<file path="config.mk">
export PLATFORM = sky130hd
export DESIGN_NAME = mtt_ctrl
export DESIGN_NICKNAME = d
export VERILOG_FILES = /design/src/hdl/mtt_pkg.sv /design/src/hdl/mtt_ctrl.sv
export SDC_FILE = /design/constraint.sdc
export NUM_CORES = 1
export LEC_CHECK = 0
export BUFFER_PORTS_ARGS = -buffer_cell sky130_fd_sc_hd__clkbuf_2
export CAP_MARGIN = 25
export CORE_MARGIN = 2
export CORE_UTILIZATION = 30
export CTS_CLUSTER_SIZE = 25
export DETAILED_ROUTE_END_ITERATION = 16
export SLEW_MARGIN = 10
export SYNTH_ARGS = -nofsm -noshare
export SYNTH_HDL_FRONTEND = slang
export SYNTH_SLANG_ARGS = --single-unit
</file>
<file path="constraint.sdc">
create_clock -name i_clk -period 4.45 [get_ports i_clk]
set_clock_uncertainty 0.05 [all_clocks]
set_input_delay 1.335 -clock i_clk [delete_from_list [all_inputs] [get_ports i_clk]]
set_output_delay 1.335 -clock i_clk [all_outputs]
set_load 0.05 [all_outputs]
</file>
<file path="src/hdl/mtt_pkg.sv">
// ----------------------------------------------------------------------------
// mtt_pkg
// Shared types, widths and constants for the move-toward-target block.
// ----------------------------------------------------------------------------
`default_nettype none

package mtt_pkg;

    // default fixed-point fraction width
    localparam int FRAC_BITS_DEF = 16;

    // field widths
    localparam int COORD_W = 32;
    localparam int SPEED_W = 24;
    localparam int ET_W    = 16;
    localparam int CELL_W  = 10;

    // internal arithmetic widths
    localparam int MAG_W   = 33;
    localparam int SUM_W   = 64;
    localparam int ROOT_W  = 33;
    localparam int NUM_W   = 58;
    localparam int DEN_W   = 33;
    localparam int Q_W     = 33;

    // stream widths
    localparam int S_TDATA_W = 112;
    localparam int M_TDATA_W = 120;

    // axis codes
    localparam logic [1:0] AXIS_X = 2'd0;
    localparam logic [1:0] AXIS_Y = 2'd1;
    localparam logic [1:0] AXIS_Z = 2'd2;

    // item kinds
    localparam logic FUNC_LOAD = 1'b0;
    localparam logic FUNC_TICK = 1'b1;

    // datapath operations
    typedef enum logic [3:0] {
        DP_NOP,
        DP_LOAD,
        DP_TICK,
        DP_DELTA,
        DP_SQUARE,
        DP_ACC,
        DP_SQRT,
        DP_LEN,
        DP_SNAP,
        DP_MUL,
        DP_DIV,
        DP_STEP,
        DP_CELL,
        DP_CELLST,
        DP_OUT
    } t_dp_op;

    typedef struct packed {
        t_dp_op     op;
        logic [1:0] axis;
    } t_dp_cmd;

    typedef struct packed {
        logic has_goal;
        logic near;
        logic sqrt_busy;
        logic div_busy;
    } t_dp_stat;

    // controller states
    typedef enum logic [4:0] {
        S_IDLE,
        S_DELTA,
        S_SQUARE,
        S_ACC,
        S_SQRT_GO,
        S_SQRT_WAIT,
        S_LEN,
        S_DECIDE,
        S_MUL,
        S_DIV_GO,
        S_DIV_WAIT,
        S_STEP,
        S_CELL_GO,
        S_CELL_WAIT,
        S_CELL_ST,
        S_OUT
    } t_state;

endpackage

`default_nettype wire

</file>
<file path="src/hdl/mtt_ctrl.sv">
// ----------------------------------------------------------------------------
// mtt_ctrl
// Sequencer for one item: deltas, root, per-axis step or snap, cells, result.
// ----------------------------------------------------------------------------
`default_nettype none

module mtt_ctrl (
    input  wire logic              i_clk,
    input  wire logic              i_rst_n,
    input  wire logic              i_in_valid,
    input  wire logic              i_func,
    output logic                   o_in_ready,
    output logic                   o_out_valid,
    input  wire logic              i_out_ready,
    output mtt_pkg::t_dp_cmd       o_cmd,
    input  wire mtt_pkg::t_dp_stat i_stat
);
    import mtt_pkg::*;

    t_state     r_state;
    t_state     n_state;
    logic [1:0] r_axis;
    logic [1:0] n_axis;
    logic       r_out_valid;
    logic       n_out_valid;

    // state registers
    always_ff @(posedge i_clk) begin
        if (!i_rst_n) begin
            r_state     <= S_IDLE;
            r_axis      <= AXIS_X;
            r_out_valid <= 1'b0;
        end else begin
            r_state     <= n_state;
            r_axis      <= n_axis;
            r_out_valid <= n_out_valid;
        end
    end

    // next state and commands
    always_comb begin
        n_state     = r_state;
        n_axis      = r_axis;
        n_out_valid = r_out_valid && !i_out_ready;
        o_in_ready  = 1'b0;
        o_cmd.op    = DP_NOP;
        o_cmd.axis  = r_axis;
        case (r_state)
            S_IDLE: begin
                o_in_ready = 1'b1;
                if (i_in_valid) begin
                    n_axis = AXIS_X;
                    if (i_func == FUNC_LOAD) begin
                        o_cmd.op = DP_LOAD;
                        n_state  = S_CELL_GO;
                    end else begin
                        o_cmd.op = DP_TICK;
                        n_state  = i_stat.has_goal ? S_DELTA : S_CELL_GO;
                    end
                end
            end
            S_DELTA: begin
                o_cmd.op = DP_DELTA;
                n_state  = S_SQUARE;
            end
            S_SQUARE: begin
                o_cmd.op = DP_SQUARE;
                n_state  = S_ACC;
            end
            S_ACC: begin
                o_cmd.op = DP_ACC;
                if (r_axis == AXIS_Z) begin
                    n_axis  = AXIS_X;
                    n_state = S_SQRT_GO;
                end else begin
                    n_axis  = r_axis + 2'd1;
                    n_state = S_SQUARE;
                end
            end
            S_SQRT_GO: begin
                o_cmd.op = DP_SQRT;
                n_state  = S_SQRT_WAIT;
            end
            S_SQRT_WAIT: begin
                if (!i_stat.sqrt_busy) begin
                    n_state = S_LEN;
                end
            end
            S_LEN: begin
                o_cmd.op = DP_LEN;
                n_state  = S_DECIDE;
            end
            S_DECIDE: begin
                n_axis = AXIS_X;
                if (i_stat.near) begin
                    o_cmd.op = DP_SNAP;
                    n_state  = S_CELL_GO;
                end else begin
                    n_state = S_MUL;
                end
            end
            S_MUL: begin
                o_cmd.op = DP_MUL;
                n_state  = S_DIV_GO;
            end
            S_DIV_GO: begin
                o_cmd.op = DP_DIV;
                n_state  = S_DIV_WAIT;
            end
            S_DIV_WAIT: begin
                if (!i_stat.div_busy) begin
                    n_state = S_STEP;
                end
            end
            S_STEP: begin
                o_cmd.op = DP_STEP;
                if (r_axis == AXIS_Z) begin
                    n_axis  = AXIS_X;
                    n_state = S_CELL_GO;
                end else begin
                    n_axis  = r_axis + 2'd1;
                    n_state = S_MUL;
                end
            end
            S_CELL_GO: begin
                o_cmd.op = DP_CELL;
                n_state  = S_CELL_WAIT;
            end
            S_CELL_WAIT: begin
                if (!i_stat.div_busy) begin
                    n_state = S_CELL_ST;
                end
            end
            S_CELL_ST: begin
                o_cmd.op = DP_CELLST;
                if (r_axis == AXIS_Z) begin
                    n_state = S_OUT;
                end else begin
                    n_axis  = AXIS_Z;
                    n_state = S_CELL_GO;
                end
            end
            S_OUT: begin
                if (!r_out_valid || i_out_ready) begin
                    o_cmd.op    = DP_OUT;
                    n_out_valid = 1'b1;
                    n_state     = S_IDLE;
                end
            end
            default: begin
                n_state = S_IDLE;
            end
        endcase
    end

    assign o_out_valid = r_out_valid;

endmodule

`default_nettype wire

</file>
==> flow_summary.toml, run 1 <==
[run_status]
status = "finished, final reports clean"

[route]
via_count = 735
vias_per_cell = 5.44
wl_per_cell_um = 12.2
detail_route.first_pass.iterations = 4
detail_route.wirelength_um = 1640
antenna_violating_nets_remaining = 0
dr.first_iter.drc_count = 30
route.detailed.drc = 0

[worst_setup_path]
worst_ep_arrival_time_ns = 2.37
critPathMaxFanout = 4
critPathLaunch = "i_out_ready"
startpoint_type = "primary input"
worst_ep_required_time_ns = 3.06
critPathCaptureType = "output pin"
critical_path.reg2reg.startpoint = "r_state[2]"
critPathKind = "primary input to output pin"

[sta]
slew-limit-headroom_pct = 49.1
grt_setup_unrepaired = "false"
timing.final.hold_violations = 0
tns_ns = 0
final-max-slew-violation-count = 0
worst_slew_pin_slew_ns = 0.762
fin_worst_hold_slack_ns = 0.446
fmax_mhz = 267
period_needed_ns = 3.75
setup-violations-final = 0
finalCritPeriodShare_pct = 84.3

[floorplanning]
coreArea_sq_um = 2210
die_w_um = 52.3
floorplan.io_pins = 17
vert_die_dim_um = 52.3
design.die.area_sq_um = 2740
placementRows = 17
initial_core_util_pct = 31.7

[power]
p_sw_share_pct = 57.5
p_sw_mw = 0.349
cellInternalPower_mw = 0.258
ir_worst_vdd_v = 0.000378
power_per_cell_area_nw_per_um2 = 766
seq_power_share_pct = 26.5
total_leakage_power_nw = 0.327
fraction_of_power_consumed_by_the_clock_network_pct = 9.4
comb_power_share_pct = 64.1
fin_total_pwr_mw = 0.607

[synth]
postSynth.asyncResetShare_pct = 0
synthesis.area_sq_um = 701
synth_cell_types = 35
ys.flop_type = "sky130_fd_sc_hd__dfxtp_1"
synthesis.nets = 105
edff_count_synth = 0
synth_area_per_cell_sq_um = 7.30
ys.warnings.count = 0
ys_seq_elements = 7
yosysSeqAreaShare_pct = 20.0
number_of_standard_cells_after_synthesis = 96

[clock_network]
clock_tree.htree_level_count = 1
cts_root_buf = "sky130_fd_sc_hd__clkbuf_4"
cts.hold.buffers_added = 0
cts.clk_slew.worst_paths_ns = 0.05
cts_tree = "yes"
cts_max_path_buffers = 2
cts_repair_resize_count = 0
worstSkewPairLatency_ns = 0.25
numCtsBuffers = 3
clock_sink_count = 7
post-cts-setup-buffer-count = 0

[global_route]
track_usage_pct = 12.3
grt_antenna_before_repair = 0
grt_start_max_net_pins = 27
number_of_global_route_vias_before_repair = 629
grt_overflow_total = 0
grt_first_pass_wirelength_um = 2620

[min_path]
hold_path_class = "register to register"
hp-start = "r_axis[1]"

[final_layout]
area_delta_synth_final_pct = 13.0
drive_gt1_share_pct = 23.4
multiInputGateArea_sq_um = 499
final_net_count = 117
antenna_cells_inserted = 0
filler_cell_count = 239
seqCellArea_sq_um = 140

[placed_design]
gp_routability_congestion = 0.736
place.port_buffers = 16
dp.final_hpwl_um = 1170

[run]
drv.max_cap_violation_count = 0
## cells by family after synthesis
kind of cell / count (synthesis) / share of synthesized area, %
mux: 2 / 2.86
compound gates: 31 / 34.3
simple gates: 44 / 34.1
buf+inv: 12 / 8.75
flops: 7 / 20.0
## routing by layer
metal | global-route usage (%) | wire length (um) | share of wire (%) | up-vias
met5 | 0 | 0 | 0 | -
met4 | 5.13 | 14 | 0.85 | 0
met3 | 0.857 | 97 | 5.9 | 2
met2 | 19.0 | 747 | 45 | 26
met1 | 17.6 | 782 | 48 | 335
li1 | - | - | - | 372
## Yosys cell counts (3+ instances only)
| cell | number | area, sq um |
|---|---|---|
| sky130_fd_sc_hd__dfxtp_1 | 7 | 140 |
| sky130_fd_sc_hd__buf_2 | 4 | 20.0 |
| sky130_fd_sc_hd__a32o_1 | 3 | 30.0 |
| sky130_fd_sc_hd__nand2_1 | 15 | 56.3 |
| sky130_fd_sc_hd__a21oi_1 | 4 | 20.0 |
| sky130_fd_sc_hd__nor2b_1 | 4 | 25.0 |
| sky130_fd_sc_hd__inv_1 | 3 | 11.3 |
| sky130_fd_sc_hd__nor2_1 | 5 | 18.8 |
| sky130_fd_sc_hd__o21ai_0 | 6 | 30.0 |
| sky130_fd_sc_hd__nand3b_1 | 5 | 37.5 |
| sky130_fd_sc_hd__nand3_1 | 3 | 15.0 |
| sky130_fd_sc_hd__nand2b_1 | 4 | 25.0 |
## sequential cells by signal, indices dropped and copies added (netlist names)
signal	count
o_out_valid	1
r_axis	2
r_state	4
## worst max-delay path: stages
cell and delay, ns:
sky130_fd_sc_hd__clkbuf_2 0.07, sky130_fd_sc_hd__nand2b_1 0.16, sky130_fd_sc_hd__nand2_1 0.09, sky130_fd_sc_hd__a21boi_0 0.18, sky130_fd_sc_hd__o21ai_0 0.09, sky130_fd_sc_hd__o31ai_1 0.11, sky130_fd_sc_hd__clkbuf_2 0.32
## area by class of cell
cell class | count | share of cell area (%)
multi-input combinational | 77 | 63.0
sequential | 7 | 17.7
timing repair buffer | 16 | 10.1
tap | 28 | 4.42
clock buffer | 4 | 3.32
inverter | 3 | 1.42
## worst paths after layout
path / endpoint / slack, ns / cells past startpoint
hold / removal: r_axis[1] / 0.45 / 2
hold reg to reg: r_axis[1] / 0.45 / 2
setup / recovery: o_cmd[3] / 0.70 / 7
setup reg to reg: r_state[3] / 2.47 / 5
## power groups by stage
stage          combinational, mW  sequential (mW)  clock, mW
2_1_floorplan              0.396           0.0967          0
3_5_place_dp               0.390            0.161          0
4_1_cts                    0.391            0.160     0.0603
6_report                   0.389            0.160     0.0573
5_1_grt                    0.425            0.170     0.0613
3_3_place_gp               0.387            0.160          0
## placed cells by master, fill, tap and decap left out, drive strengths merged
cell type   n
nand4       2
or4         1
nor2b       4
a211oi      2
o2111ai     1
nand2      15
a21oi       4
inv         3
o21bai      1
nand2b      4
o21ai       6
a21o        2
o31ai       2
o22ai       1
a21boi      4
nor3b       1
nor2        5
nand3b      5
dfxtp       7
mux2i       2
a31oi       1
a32o        3
nor3        2
and3        1
o211ai      1
clkbuf     20
nand3       3
or3b        1
a211o       3
## stage by stage
step	util [%]	std cells	cell area, sq um	setup slack, ns
floorplan	-	96	701	0.299
global placement	34.6	131	766	0.697
detailed placement	34.6	131	766	0.685
CTS	35.8	135	792	0.684
global route	35.8	135	792	0.534
finish	35.8	135	792	0.698
No activity file was read; power rests on OpenSTA's default activity.
==> run 2, diff against run 1 <==
- ABC_AREA: default -> 1
- clock period: 4.45 -> 3.9 ns (I/O delays scaled with it)
==> flow_summary.toml, run 2 <==
[run_status]
status = "finished, final reports clean"

[synth]
synth_top_family_by_area = "simple AND/OR/NAND/NOR gates"
netlist_top_cells_area = "sky130_fd_sc_hd__nand2_1 (21%), sky130_fd_sc_hd__dfxtp_1 (20%), sky130_fd_sc_hd__nand3_1 (12%), sky130_fd_sc_hd__inv_1 (9.9%), sky130_fd_sc_hd__nor2_1 (7.7%)"
yosysSeqAreaShare_pct = 20.4
synth_top_area_share_pct = 21.4
ys.flop_type = "sky130_fd_sc_hd__dfxtp_1"
synthesis.area_sq_um = 686
synthAdderAreaFrac_pct = 0
ys.warnings.count = 0
synth_largest_area_cell = "sky130_fd_sc_hd__nand2_1"
number_of_standard_cells_after_synthesis = 125
synth_area_per_cell_sq_um = 5.49
post-synth-top-count-cell = "sky130_fd_sc_hd__nand2_1"
synth_compound_gate_area_share_pct = 11.3
ys_seq_elements = 7
postSynth.asyncResetShare_pct = 0
synthesis.nets = 134
synth_cell_types = 22
muxShareOfSynthArea_pct = 0
fraction_of_synthesized_cell_area_in_xor_and_xnor_cells_pct = 0
synth_common_cells = "sky130_fd_sc_hd__nand2_1 (39), sky130_fd_sc_hd__inv_1 (18), sky130_fd_sc_hd__nand3_1 (16)"
edff_count_synth = 0
synth_simple_gate_area_share_pct = 54.4

[min_path]
hold_path_class = "register to register"
hold-path-endpoint = "r_state[3]"
hp-start = "r_state[3]"
hold_path_depth = 2

[sta]
final-max-slew-violation-count = 0
timing.final.hold_violations = 0
fmax_mhz = 300
worst_slew_pin_slew_ns = 0.464
finalCritPeriodShare_pct = 85.4
tns_ns = 0
setup-violations-final = 0
slew-limit-headroom_pct = 69.0
period_needed_ns = 3.33
grt_setup_unrepaired = "false"

[global_route]
grt_overflow_total = 0
track_usage_pct = 14.5
number_of_global_route_vias_before_repair = 742
grt_first_pass_wirelength_um = 3020
grt_antenna_before_repair = 0
grt_start_max_net_pins = 14

[floorplanning]
design.die.area_sq_um = 2680
placementRows = 17
floorplan.io_pins = 17
initial_core_util_pct = 31.3
vert_die_dim_um = 51.8
coreArea_sq_um = 2190
die_w_um = 51.8

[final_layout]
final_common_cell = "sky130_fd_sc_hd__nand2_1"
final_net_count = 153
largest_register = "r_state"
largest_register_ff_count = 4
filler_cell_count = 263
highest_count_cells_in_the_layout_ignoring_fill_and_taps = "sky130_fd_sc_hd__nand2_1 (39), sky130_fd_sc_hd__inv_1 (18), sky130_fd_sc_hd__nand3_1 (16), sky130_fd_sc_hd__clkbuf_2 (16), sky130_fd_sc_hd__nor2_1 (14)"
final_cell_count_no_fill = 171
area_delta_synth_final_pct = 18.8
multiInputGateArea_sq_um = 450
seqCellArea_sq_um = 140
antenna_cells_inserted = 0
drive_gt1_share_pct = 21.0

[route]
dr.first_iter.drc_count = 17
wl_per_cell_um = 10.3
route.detailed.drc = 0
antenna_violating_nets_remaining = 0
detail_route.wirelength_um = 1760
via_count = 824
detail_route.first_pass.iterations = 4
vias_per_cell = 4.82

[worst_setup_path]
r2r-end = "r_axis[1]"
critPathLaunch = "i_out_ready"
startpoint_type = "primary input"
worst_r2r_path_depth = 7
cells_along_the_critical_path = "clkbuf_2 > nor2_1 > nor2_1 > a21oi_1 > o211ai_1 > clkbuf_2"
critPathMaxStageDelay_ns = 0.26
critPathMaxFanout = 4
worst_path_max_delay_cell = "sky130_fd_sc_hd__clkbuf_2"
critical_path.reg2reg.startpoint = "r_state[2]"
worst_ep_required_time_ns = 2.68
worst-r2r-setup-slack_ns = 2.27
critPathBufInv = 2
critical_path.top_delay_family = "buffers and inverters"
worst_ep_arrival_time_ns = 2.11
critPathKind = "primary input to output pin"
critPathCaptureType = "output pin"

[clock_network]
cts_root_buf = "sky130_fd_sc_hd__clkbuf_4"
clock_tree.htree_level_count = 1
cts_max_path_buffers = 2
cts_repair_resize_count = 0
numCtsBuffers = 3
worstSkewPairLatency_ns = 0.25
cts_tree = "yes"
cts.hold.buffers_added = 0
clock_sink_count = 7
cts.clk_slew.worst_paths_ns = 0.05
post-cts-setup-buffer-count = 0

[placed_design]
place.port_buffers = 16
dp.final_hpwl_um = 1480
placed_cells = 167
gp_routability_congestion = 0.831

[power]
total_leakage_power_nw = 0.423
fin_total_pwr_mw = 0.727
ir_worst_vdd_v = 0.000404
power_per_cell_area_nw_per_um2 = 893

[run]
drv.max_cap_violation_count = 0
## run 2: cell type report
class,count,area share (%)
clock buffer,4,3.23
inverter,22,10.1
multi-input combinational,94,55.3
sequential,7,17.2
tap,28,4.30
timing repair buffer,16,9.83
## run 2: stage by stage
stage,instance area [sq um],worst slack (ns),hold WS [ns],util [%]
final,815,0.569,0.482,37.2
after global routing,815,0.420,0.505,37.2
after CTS,815,0.564,0.486,37.2
after detailed placement,788,0.568,0.477,36.0
after global placement,788,0.611,0.482,36.0
after floorplan,686,0.609,0.433,-
## run 2: worst max path at each step
| stage | endpoint | slack [ns] | depth (start not counted) |
|---|---|---|---|
| floorplan | o_cmd[3] | 0.61 | 2 |
| global placement | o_cmd[4] | 0.61 | 6 |
| detailed placement | o_cmd[4] | 0.57 | 6 |
| CTS | o_cmd[4] | 0.56 | 6 |
| global route | o_cmd[4] | 0.42 | 6 |
| finish | o_cmd[4] | 0.57 | 6 |
## run 2: where the power goes
group,internal (mW),switching [mW],leakage [nW]
clock network,0.0390,0.0259,0.0150
registers,0.0941,0.0466,0.0574
logic,0.143,0.378,0.351
total,0.276,0.451,0.423
## run 2: worst reg2reg max path, delay by kind of cell, from the launching register on
kind	cells	cell delay (ns)
DFF	1	0.60
and+or+nand+nor	3	0.37
AOI/OAI and AO/OA	2	0.29
buffers and inverters	2	0.22
## run 2: routing by layer
| metal | global-route usage (%) | routed length (um) | vias up |
|---|---|---|---|
| met2 | 25.2 | 856 | 18 |
| met1 | 18.4 | 812 | 370 |
| met4 | 2.19 | 14 | 0 |
| met3 | 3.45 | 73 | 3 |
| met5 | 0 | 0 | - |
| li1 | - | - | 433 |
## run 2: cells by family (layout without fill, tap and decap cells)
kind of cell           count (synthesis)  after routing
buffers and inverters                 24             42
and+or+nand+nor                       81             81
AOI/OAI and AO/OA                     13             13
DFF                                    7              7
